### config.mk
export PLATFORM = sky130hd
export DESIGN_NAME = ring_suballocator_with_reclaim
export DESIGN_NICKNAME = d
export VERILOG_FILES = /design/src/rtl/core/rsa_pkg.sv /design/src/rtl/core/rsa_cell.sv /design/src/rtl/core/rsa_align.sv /design/src/rtl/core/ring_suballocator_with_reclaim.sv
export SDC_FILE = /design/constraint.sdc
export NUM_CORES = 2
export LEC_CHECK = 0
export BUFFER_PORTS_ARGS = -buffer_cell sky130_fd_sc_hd__clkbuf_2
export CAP_MARGIN = 20
export CELL_PAD_IN_SITES_DETAIL_PLACEMENT = 2
export CELL_PAD_IN_SITES_GLOBAL_PLACEMENT = 2
export CORE_UTILIZATION = 44
export DETAILED_ROUTE_END_ITERATION = 8
export HOLD_SLACK_MARGIN = 0.03
export PLACE_DENSITY = 0.93
export REMOVE_ABC_BUFFERS = 1
export SKIP_LAST_GASP = 1
export SYNTH_ARGS = -nofsm -noshare
export SYNTH_HDL_FRONTEND = slang
export SYNTH_SLANG_ARGS = --single-unit
export TNS_END_PERCENT = 10
### constraint.sdc
create_clock -name clock -period 16.35 [get_ports clock]
set_input_delay 1.635 -clock clock [delete_from_list [all_inputs] [get_ports clock]]
set_output_delay 1.635 -clock clock [all_outputs]
set_load 0.01 [all_outputs]
### src/rtl/core/rsa_pkg.sv
// ----------------------------------------------------------------------------
// rsa_pkg
// Shared types and codes for the ring suballocator.
// ----------------------------------------------------------------------------
package rsa_pkg;

   localparam int OFF_W = 25;
   localparam int TAG_W = 8;
   localparam int AL_W  = 13;
   // working width of positions: end of an entry plus alignment padding
   localparam int POS_W = 27;

   typedef enum logic [1:0] {
      MODE_ALLOC = 2'd0,
      MODE_FREE  = 2'd1,
      MODE_DONE  = 2'd2,
      MODE_RSVD  = 2'd3
   } mode_type;

   typedef enum logic [2:0] {
      ST_OK       = 3'd0,
      ST_BUSY     = 3'd1,
      ST_BAD      = 3'd2,
      ST_FULL     = 3'd3,
      ST_NOTFOUND = 3'd4
   } status_type;

   localparam logic KIND_NOTICE = 1'b0;
   localparam logic KIND_FINAL  = 1'b1;

   typedef struct packed {
      logic [1:0]       mode;
      logic [TAG_W-1:0] tag;
      logic [OFF_W-1:0] req_size;
      logic [AL_W-1:0]  alignment;
   } req_type;

   typedef struct packed {
      logic             kind;
      logic [2:0]       status;
      logic [OFF_W-1:0] offset;
      logic [TAG_W-1:0] out_tag;
      logic             last;
   } rsp_type;

   typedef struct packed {
      logic [OFF_W-1:0] off;
      logic [OFF_W-1:0] len;
      logic [TAG_W-1:0] id;
      logic             fin;
   } entry_type;

   typedef enum logic [2:0] {
      OP_NOP  = 3'd0,
      OP_INS  = 3'd1,
      OP_REM  = 3'd2,
      OP_LOAD = 3'd3,
      OP_SETF = 3'd4
   } cell_op_type;

   typedef struct packed {
      cell_op_type op;
      entry_type   ent;
   } cell_ctl_type;

endpackage

### src/rtl/core/rsa_cell.sv
// ----------------------------------------------------------------------------
// rsa_cell
// One table slot: holds an entry, shifts with its neighbors on insert/remove.
// ----------------------------------------------------------------------------
module rsa_cell import rsa_pkg::*; #(
   parameter int IW = 4
) (
   input  logic         clock,
   input  logic [IW-1:0] my_idx,
   input  logic [IW-1:0] op_idx,
   input  cell_ctl_type ctl,
   input  entry_type    left_ent,
   input  entry_type    right_ent,
   output entry_type    ent
);

   entry_type ent_ff, ent_in;

   // next entry from the shared command
   always_comb begin
      ent_in = ent_ff;
      case (ctl.op)
         OP_INS: begin
            if (my_idx > op_idx) ent_in = left_ent;
            else if (my_idx == op_idx) ent_in = ctl.ent;
         end
         OP_REM: begin
            if (my_idx >= op_idx) ent_in = right_ent;
         end
         OP_LOAD: begin
            if (my_idx == op_idx) ent_in = ctl.ent;
         end
         OP_SETF: begin
            if (my_idx == op_idx) ent_in.fin = 1'b1;
         end
         default: ent_in = ent_ff;
      endcase
   end

   always_ff @(posedge clock) begin
      ent_ff <= ent_in;
   end

   assign ent = ent_ff;

endmodule

### src/rtl/core/rsa_align.sv
// ----------------------------------------------------------------------------
// rsa_align
// Rounds a position up to a multiple of an arbitrary alignment, one
// remainder bit per cycle.
// ----------------------------------------------------------------------------
module rsa_align import rsa_pkg::*; (
   input  logic             clock,
   input  logic             reset,
   input  logic             start,
   input  logic [POS_W-1:0] value,
   input  logic [AL_W-1:0]  align,
   output logic             busy,
   output logic             done,
   output logic [POS_W-1:0] result
);

   localparam int CNT_W = $clog2(POS_W + 1);

   logic [POS_W-1:0] val_ff, val_in, sh_ff, sh_in;
   logic [AL_W-1:0]  al_ff, al_in;
   logic [AL_W:0]    rem_ff, rem_in, trial;
   logic [CNT_W-1:0] cnt_ff, cnt_in;
   logic             run_ff, run_in, done_ff, done_in;

   // restoring remainder step
   always_comb begin
      val_in  = val_ff;
      sh_in   = sh_ff;
      al_in   = al_ff;
      rem_in  = rem_ff;
      cnt_in  = cnt_ff;
      run_in  = run_ff;
      done_in = 1'b0;
      trial   = {rem_ff[AL_W-1:0], sh_ff[POS_W-1]};
      if (start) begin
         val_in = value;
         sh_in  = value;
         al_in  = align;
         rem_in = '0;
         cnt_in = CNT_W'(POS_W);
         run_in = 1'b1;
      end else if (run_ff) begin
         sh_in  = {sh_ff[POS_W-2:0], 1'b0};
         rem_in = (trial >= {1'b0, al_ff}) ? trial - {1'b0, al_ff} : trial;
         cnt_in = cnt_ff - 1'b1;
         if (cnt_ff == CNT_W'(1)) begin
            run_in  = 1'b0;
            done_in = 1'b1;
         end
      end
   end

   always_ff @(posedge clock) begin
      if (reset) begin
         run_ff  <= 1'b0;
         done_ff <= 1'b0;
         cnt_ff  <= '0;
      end else begin
         run_ff  <= run_in;
         done_ff <= done_in;
         cnt_ff  <= cnt_in;
      end
      val_ff <= val_in;
      sh_ff  <= sh_in;
      al_ff  <= al_in;
      rem_ff <= rem_in;
   end

   assign busy   = run_ff;
   assign done   = done_ff;
   assign result = (rem_ff == '0) ? val_ff
                 : val_ff + POS_W'({1'b0, al_ff} - rem_ff);

endmodule

### src/rtl/core/ring_suballocator_with_reclaim.sv
// ----------------------------------------------------------------------------
// ring_suballocator_with_reclaim
// Offset-ordered first-fit suballocator with reclaim of done entries.
// ----------------------------------------------------------------------------
// Entries live in a chain of cells that shift together on insert and remove.
// Free and mark done scan the table one entry per cycle. An allocate first
// tries the space after the last entry, aligned by the bit-serial alignment
// unit; a full walk adds one alignment for each live entry passed and
// reclaims each done entry it meets. Results appear one cycle each on
// rsp_valid and must be taken when shown; the final result of a transaction
// has last set and busy drops with it.
module ring_suballocator_with_reclaim import rsa_pkg::*; #(
   parameter int MAX_ENTRIES = 16,
   parameter int MAX_ALIGN   = 4096,
   parameter int SIZE_BITS   = 24
) (
   input  logic             clock,
   input  logic             reset,
   input  logic             start,
   output logic             busy,
   input  req_type          req_item,
   output logic             rsp_valid,
   output rsp_type          rsp_item,
   input  logic             csr_we,
   input  logic [OFF_W-1:0] csr_wdata
);

   localparam int IW = (MAX_ENTRIES > 1) ? $clog2(MAX_ENTRIES) : 1;
   localparam int CW = $clog2(MAX_ENTRIES + 1);
   localparam logic [32:0] SIZE_LIM  = 33'(1) << SIZE_BITS;
   localparam logic [16:0] ALIGN_LIM = 17'(MAX_ALIGN);

   typedef enum logic [6:0] {
      S_IDLE  = 7'b0000001,
      S_FIND  = 7'b0000010,
      S_ALT   = 7'b0000100,
      S_TCHK  = 7'b0001000,
      S_WALK  = 7'b0010000,
      S_ALW   = 7'b0100000,
      S_FIN   = 7'b1000000
   } state_type;

   state_type        state_ff, state_in;
   req_type          req_ff, req_in;
   logic [OFF_W-1:0] pool_ff;
   logic [CW-1:0]    count_ff, count_in;
   logic [IW-1:0]    ptr_ff, ptr_in;
   logic [POS_W-1:0] pos_ff, pos_in;
   logic             rv_ff, rv_in;
   rsp_type          rsp_ff, rsp_in;

   cell_ctl_type     ctl;
   logic [IW-1:0]    op_idx;
   entry_type        cells [MAX_ENTRIES];
   entry_type        rd;
   logic [POS_W-1:0] rd_off, rd_end, pool_w;
   logic             al_start, al_busy, al_done;
   logic [POS_W-1:0] al_val, al_res;
   logic             bad;

   // chain of table cells
   for (genvar g = 0; g < MAX_ENTRIES; g++) begin : g_cell
      entry_type lft, rgt;
      if (g == 0) begin : g_l0
         assign lft = cells[g];
      end else begin : g_l
         assign lft = cells[g-1];
      end
      if (g == MAX_ENTRIES-1) begin : g_rn
         assign rgt = cells[g];
      end else begin : g_r
         assign rgt = cells[g+1];
      end
      rsa_cell #(.IW(IW)) u_cell (
         .clock     (clock),
         .my_idx    (IW'(g)),
         .op_idx    (op_idx),
         .ctl       (ctl),
         .left_ent  (lft),
         .right_ent (rgt),
         .ent       (cells[g])
      );
   end

   rsa_align u_align (
      .clock  (clock),
      .reset  (reset),
      .start  (al_start),
      .value  (al_val),
      .align  (req_ff.alignment),
      .busy   (al_busy),
      .done   (al_done),
      .result (al_res)
   );

   // entry under the scan pointer
   assign rd     = cells[ptr_ff];
   assign rd_off = POS_W'(rd.off);
   assign rd_end = POS_W'(rd.off) + POS_W'(rd.len);
   assign pool_w = POS_W'(pool_ff);
   assign al_val = rd_end;

   assign bad = (req_item.alignment == '0) || ({4'b0, req_item.alignment} > ALIGN_LIM)
              || (req_item.req_size > pool_ff) || (33'(req_item.req_size) > SIZE_LIM);

   // sequencer
   always_comb begin
      state_in = state_ff;
      req_in   = req_ff;
      count_in = count_ff;
      ptr_in   = ptr_ff;
      pos_in   = pos_ff;
      rv_in    = 1'b0;
      rsp_in   = rsp_ff;
      ctl.op   = OP_NOP;
      ctl.ent  = '{off: pos_ff[OFF_W-1:0], len: req_ff.req_size, id: req_ff.tag,
                   fin: 1'b0};
      op_idx   = ptr_ff;
      al_start = 1'b0;
      case (state_ff)
         S_IDLE: begin
            if (start) begin
               req_in = req_item;
               rv_in  = 1'b1;
               rsp_in = '{kind: KIND_FINAL, status: ST_OK, offset: '0,
                          out_tag: req_item.tag, last: 1'b1};
               case (req_item.mode)
                  MODE_FREE, MODE_DONE: begin
                     if (count_ff == '0) begin
                        rsp_in.status = ST_NOTFOUND;
                     end else begin
                        rv_in    = 1'b0;
                        ptr_in   = '0;
                        state_in = S_FIND;
                     end
                  end
                  MODE_ALLOC: begin
                     if (bad) begin
                        rsp_in.status = ST_BAD;
                     end else if (count_ff >= CW'(MAX_ENTRIES)) begin
                        rsp_in.status = ST_FULL;
                     end else if (count_ff == '0) begin
                        ctl.op  = OP_INS;
                        ctl.ent = '{off: '0, len: req_item.req_size, id: req_item.tag,
                                    fin: 1'b0};
                        op_idx   = '0;
                        count_in = count_ff + 1'b1;
                     end else begin
                        rv_in    = 1'b0;
                        ptr_in   = IW'(count_ff - 1'b1);
                        state_in = S_ALT;
                     end
                  end
                  default: rsp_in.status = ST_BAD;
               endcase
            end
         end
         S_FIND: begin
            if (rd.id == req_ff.tag) begin
               if (req_ff.mode == MODE_FREE) begin
                  ctl.op   = OP_REM;
                  count_in = count_ff - 1'b1;
               end else begin
                  ctl.op = OP_SETF;
               end
               rv_in    = 1'b1;
               rsp_in   = '{kind: KIND_FINAL, status: ST_OK, offset: '0,
                            out_tag: req_ff.tag, last: 1'b1};
               state_in = S_IDLE;
            end else if (CW'(ptr_ff) == count_ff - 1'b1) begin
               rv_in    = 1'b1;
               rsp_in   = '{kind: KIND_FINAL, status: ST_NOTFOUND, offset: '0,
                            out_tag: req_ff.tag, last: 1'b1};
               state_in = S_IDLE;
            end else begin
               ptr_in = ptr_ff + 1'b1;
            end
         end
         S_ALT: begin
            // align the end of the last entry
            if (!al_busy && !al_done) al_start = 1'b1;
            if (al_done) begin
               pos_in   = al_res;
               state_in = S_TCHK;
            end
         end
         S_TCHK: begin
            if (pool_w >= pos_ff && (pool_w - pos_ff) >= POS_W'(req_ff.req_size)) begin
               ctl.op   = OP_INS;
               op_idx   = IW'(count_ff);
               count_in = count_ff + 1'b1;
               rv_in    = 1'b1;
               rsp_in   = '{kind: KIND_FINAL, status: ST_OK, offset: pos_ff[OFF_W-1:0],
                            out_tag: req_ff.tag, last: 1'b1};
               state_in = S_IDLE;
            end else begin
               pos_in   = '0;
               ptr_in   = '0;
               state_in = S_WALK;
            end
         end
         S_WALK: begin
            if (CW'(ptr_ff) == count_ff) begin
               rv_in    = 1'b1;
               rsp_in   = '{kind: KIND_FINAL, status: ST_BUSY, offset: '0,
                            out_tag: req_ff.tag, last: 1'b1};
               state_in = S_IDLE;
            end else if (rd_off >= pos_ff && (rd_off - pos_ff) >= POS_W'(req_ff.req_size)) begin
               ctl.op   = OP_INS;
               count_in = count_ff + 1'b1;
               rv_in    = 1'b1;
               rsp_in   = '{kind: KIND_FINAL, status: ST_OK, offset: pos_ff[OFF_W-1:0],
                            out_tag: req_ff.tag, last: 1'b1};
               state_in = S_IDLE;
            end else if (rd.fin) begin
               // reclaim notice; refill in place if the freed span fits
               rv_in  = 1'b1;
               rsp_in = '{kind: KIND_NOTICE, status: ST_OK, offset: rd.off,
                          out_tag: rd.id, last: 1'b0};
               if (rd_end >= pos_ff && (rd_end - pos_ff) >= POS_W'(req_ff.req_size)) begin
                  ctl.op   = OP_LOAD;
                  state_in = S_FIN;
               end else begin
                  ctl.op   = OP_REM;
                  count_in = count_ff - 1'b1;
               end
            end else begin
               al_start = 1'b1;
               state_in = S_ALW;
            end
         end
         S_ALW: begin
            if (al_done) begin
               pos_in   = al_res;
               ptr_in   = ptr_ff + 1'b1;
               state_in = S_WALK;
            end
         end
         S_FIN: begin
            rv_in    = 1'b1;
            rsp_in   = '{kind: KIND_FINAL, status: ST_OK, offset: pos_ff[OFF_W-1:0],
                         out_tag: req_ff.tag, last: 1'b1};
            state_in = S_IDLE;
         end
         default: state_in = S_IDLE;
      endcase
   end

   always_ff @(posedge clock) begin
      if (reset) begin
         state_ff <= S_IDLE;
         count_ff <= '0;
         rv_ff    <= 1'b0;
         pool_ff  <= OFF_W'(65536);
      end else begin
         state_ff <= state_in;
         count_ff <= count_in;
         rv_ff    <= rv_in;
         if (csr_we) pool_ff <= csr_wdata;
      end
      req_ff <= req_in;
      ptr_ff <= ptr_in;
      pos_ff <= pos_in;
      rsp_ff <= rsp_in;
   end

   assign busy      = (state_ff != S_IDLE);
   assign rsp_valid = rv_ff;
   assign rsp_item  = rsp_ff;

`ifndef ASSERT_OFF
   a_count_max: assert property (@(posedge clock) disable iff (reset)
      count_ff <= CW'(MAX_ENTRIES))
      else $error("entry count above table depth");
   a_last_idle: assert property (@(posedge clock) disable iff (reset)
      rv_ff && rsp_ff.last |-> state_ff == S_IDLE)
      else $error("final result while still busy");
   a_notice_busy: assert property (@(posedge clock) disable iff (reset)
      rv_ff && rsp_ff.kind == KIND_NOTICE |-> busy)
      else $error("reclaim notice outside a walk");
   a_align_start: assert property (@(posedge clock) disable iff (reset)
      al_start |-> !al_busy)
      else $error("alignment unit restarted while running");
`endif

endmodule

==> results of run 1 <==
through the flow:
stage / cells / setup slack [ns]
2_1_floorplan: 7005 / -41.90
3_3_place_gp: 9752 / 4.562
3_5_place_dp: 9762 / 4.044
4_1_cts: 10020 / 3.566
cell usage after synthesis, types with 59 or more instances:
cell / count / share of area (%)
a21o_1: 118 / 1.1
a21oi_1: 516 / 3.2
a22oi_1: 620 / 5.7
a31oi_1: 66 / 0.51
buf_2: 151 / 0.92
clkbuf_1: 377 / 1.7
dfxtp_1: 59 / 1.4
edfxtp_1: 1126 / 41
ha_1: 260 / 4.0
inv_1: 188 / 0.86
mux2_2: 98 / 1.4
mux2i_1: 797 / 9.8
mux4_2: 290 / 8.0
nand2_1: 410 / 1.9
nand2b_1: 92 / 0.70
nor2_1: 461 / 2.1
nor3_1: 112 / 0.69
o211ai_1: 75 / 0.69
o21ai_0: 820 / 5.0
o21ai_1: 99 / 0.61
xnor2_1: 99 / 1.1
per-layer routing:
| layer | track usage, % | GRT overflow |
|---|---|---|
| met4 | 74.14 | 105 |
| met5 | 52.51 | 0 |
| met1 | 72.48 | 7 |
| met3 | 66.60 | 13 |
| met2 | 84.44 | 94 |
logic make-up after synthesis:
kind of cell | after synthesis
AND/OR/NAND/NOR | 1355
multiplexers | 1189
flip-flops | 1185
AO/OA/AOI/OAI | 2677
buffers and inverters | 824
XOR/XNOR | 141
adder cells (fa/ha/maj) | 267
==> flow_summary.json, run 1 <==
{
  "cts_resized": 0,
  "status": "stopped before the end",
  "error_line": "[ERROR GRT-0232] Routing congestion too high. Check the congestion heatmap in the GUI.",
  "synth_area_per_cell_sq_um": 10.70,
  "place_area_sq_mm": 0.08475,
  "ys.flop_type": "edfxtp_1",
  "ctsLongestPathBuffers": 3,
  "yosys_warnings": 0,
  "die_w_microns": 433.0,
  "synth_compound_area_share_pct": 20.39,
  "synth_fa_ha_area_share_pct": 4.152,
  "synth-simple-area-share_pct": 7.667,
  "cts_root_buf": "clkbuf_16",
  "die_h_microns": 433.0,
  "start_util_pct": 44.45,
  "stop_stage": "5_1_grt",
  "place_congestion": 0.9814,
  "io_pins": 117,
  "antenna_found_initial": 132,
  "synth_edf_count": 1126,
  "syn_inst": 7638,
  "synth_top_family_by_area": "compound AO/OA/AOI/OAI gates",
  "cts_max_level": 4,
  "track_usage_pct": 74.27,
  "grt_max_degree": 197,
  "cts_sinks": 1185,
  "rows": 157,
  "cts_buffers": 143,
  "place.detailed.hpwl_microns": 276300,
  "portBuffers": 116,
  "synth_seq_cells": 1185,
  "cts_setup_buffers": 0,
  "cts_hold_buffers": 0,
  "syn_area_sq_mm": 0.08172,
  "synth-xor-area-share_pct": 1.511,
  "synth_mux_area_share_pct": 19.19,
  "synth_cell_types": 98,
  "synth-async-reset-ratio_pct": 0,
  "overflow": 219,
  "ys_seq_area_share_pct": 42.82
}
==> run 2, diff against run 1 <==
--- a/config.mk
+++ b/config.mk
@@ -7,12 +7,9 @@
 export LEC_CHECK = 0
 export BUFFER_PORTS_ARGS = -buffer_cell sky130_fd_sc_hd__clkbuf_2
 export CAP_MARGIN = 20
-export CELL_PAD_IN_SITES_DETAIL_PLACEMENT = 2
-export CELL_PAD_IN_SITES_GLOBAL_PLACEMENT = 2
-export CORE_UTILIZATION = 44
+export CORE_UTILIZATION = 35
 export DETAILED_ROUTE_END_ITERATION = 8
-export HOLD_SLACK_MARGIN = 0.03
-export PLACE_DENSITY = 0.93
+export PLACE_DENSITY_LB_ADDON = 0.15
 export REMOVE_ABC_BUFFERS = 1
 export SKIP_LAST_GASP = 1
 export SYNTH_ARGS = -nofsm -noshare
==> flow_summary.json, run 2 <==
{
  "status": "finished clean",
  "fmax_mhz": 84.12,
  "power_density_mw_per_mm2": 136.2,
  "synthMostInstantiatedCell": "edfxtp_1",
  "fin_skew_ns": 0.08336,
  "overflow": 0,
  "die_h_microns": 485.2,
  "wl_microns": 364200,
  "routed_via_density": 6.565,
  "ys_seq_area_share_pct": 42.82,
  "drv_slew": 0,
  "synth.top_cell.area_share_pct": 41.37,
  "synth_seq_cells": 1185,
  "cts_tree": "yes",
  "fin_tns_setup_ns": 0,
  "whs_ns": 0.4218,
  "grt_pass1_wl_microns": 510000,
  "tightest_slew_ns": 1.268,
  "place_area_sq_mm": 0.08553,
  "wl_met3_microns": 35560,
  "wl_met2_microns": 164200,
  "yosys_warnings": 0,
  "slowest_delay_ns": 0.89,
  "hold_viol_final": 0,
  "p_leak_uw": 0.03186,
  "rows": 177,
  "cp.required_ns": 16.87,
  "cpMostUsedCell": "o21ai_0",
  "synth_cell_types": 98,
  "rrSetupSlack_ns": 4.46,
  "fillers": 22480,
  "fin_area_sq_mm": 0.09044,
  "fin_nets": 7798,
  "path_max_fanout": 76,
  "clk_latency_ns": 0.86,
  "cts_root_buf": "clkbuf_16",
  "crit_arrival_ns": 12.41,
  "finalCriticalPeriod_ns": 11.89,
  "synth-async-reset-ratio_pct": 0,
  "crit_path_top_delay_cell": "buf_4",
  "ys.flop_type": "edfxtp_1",
  "die_w_microns": 485.2,
  "end_kind": "flop",
  "syn_area_sq_mm": 0.08172,
  "place.detailed.hpwl_microns": 225000,
  "syn_inst": 7638,
  "vias": 69840,
  "setup_viol": 0,
  "track_usage_pct": 30.05,
  "drtIter0Drc": 8466,
  "cts_max_level": 4,
  "first_global_vias": 66320,
  "highest_layer": "met5",
  "criticalPathCategory": "reg -> reg",
  "synth_area_per_cell_sq_um": 10.70,
  "met1_length_microns": 143400,
  "postRouteAntennaNets": 0,
  "drive_gt1_share_pct": 13.16,
  "critPathLaunchType": "flop",
  "cts_resized": 0,
  "grt_max_degree": 196,
  "clkTransAtPathRegs_ns": 0.06,
  "syn2layout_area_growth_pct": 10.67,
  "drc_errors": 0,
  "synth_edf_count": 1126,
  "synth_common_cells": "1126 x edfxtp_1, 820 x o21ai_0, 797 x mux2i_1, 620 x a22oi_1, 516 x a21oi_1",
  "ir_drop_mv": 0.1094,
  "post-route-period-util_pct": 72.71,
  "cts_hold_buffers": 0,
  "cts_sinks": 1185,
  "io_pins": 117,
  "cap_viol_max_count": 0,
  "portBuffers": 116,
  "wl_per_cell_microns": 34.24,
  "ctsLongestPathBuffers": 3,
  "final_common_cell": "edfxtp_1",
  "place_congestion": 0.9342,
  "start_util_pct": 35.18,
  "fp.coreArea_sq_mm": 0.2323,
  "relSlewSlack_pct": 15.26,
  "synth.largest_area_cell": "edfxtp_1",
  "largest_register_ffs": 944,
  "yosys-top-cells-area": "edfxtp_1 41%, mux2i_1 9.8%, mux4_2 8.0%",
  "antenna_found_initial": 23,
  "dieArea_sq_mm": 0.2354,
  "cts_setup_buffers": 0,
  "layout_common_cells": "1126 x edfxtp_1, 805 x o21ai_0, 789 x mux2i_1",
  "fin_util_pct": 38.93,
  "min_path_type": "reg -> reg",
  "first_pass_iters": 6,
  "rsz0062_at_grt": "false",
  "cts_buffers": 150
}
## run 2: cell counts after synthesis
Identical to the previous run, type by type.
## run 2: stage by stage
step / power (uW) / cells / worst slack (ns)
after CTS: 12230 / 10620 / 4.771
after global placement: 8831 / 10340 / 4.922
after floorplan: 7278 / 7005 / -41.90
after detailed placement: 8895 / 10340 / 4.811
final: 12320 / 10640 / 4.462
after global routing: 12800 / 10630 / 3.806
## run 2: layout make-up
cell class	instances	area (sq um)	share of cell area (%)
antenna	19	47.55	0.05257
tap	3043	3807	4.210
timing repair buffer	297	2147	2.374
inverter	191	724.4	0.8010
sequential	1185	34990	38.69
clock buffer	195	3963	4.381
clock inverter	79	847.1	0.9366
multi-input combinational	5629	43910	48.55
## run 2: worst max-delay path: cells and delay by family (launching register included)
| family | cells | cell delay (ns) |
|---|---|---|
| fa+ha+maj | 4 | 1.00 |
| flops | 1 | 0.50 |
| simple gates | 7 | 1.31 |
| buf+inv | 5 | 2.12 |
| compound gates | 18 | 4.84 |
| mux | 2 | 1.20 |
| xor+xnor | 1 | 0.14 |
## run 2: cell families (layout without fill, tap and decap cells)
| logic type | Yosys count | after routing | synth area share (%) |
|---|---|---|---|
| other | 0 | 19 | 0 |
| adders and majority gates | 267 | 267 | 4.152 |
| buffers and inverters | 824 | 762 | 4.267 |
| and+or+nand+nor | 1355 | 1355 | 7.667 |
| DFF | 1185 | 1185 | 42.82 |
| AOI/OAI and AO/OA | 2677 | 2677 | 20.39 |
| muxes | 1189 | 1189 | 19.19 |
| xor gates and xnor gates | 141 | 141 | 1.511 |
## run 2: power breakdown
group | switching (uW) | internal [uW]
Combinational | 3420 | 1870
Sequential | 104 | 3590
Clock | 1490 | 1850
Total | 5010 | 7310
## run 2: path summary, 6_finish.rpt
check / from / endpoint / cells after the start
worst min register to register: req_ff[12] / u_align.al_ff[12] / 0
worst max register to register: ptr_ff[0] / g_cell[8].u_cell.ent[40] / 37
worst max-delay path: ptr_ff[0] / g_cell[8].u_cell.ent[40] / 37
worst min-delay path: req_ff[12] / u_align.al_ff[12] / 0
## run 2: routing by layer
metal	vias up	track usage (%)
met3	891	6.440
met2	4174	47.11
met5	-	0
li1	29440	-
met1	35330	38.99
met4	10	15.21
Power figures use the tool's default switching activity.
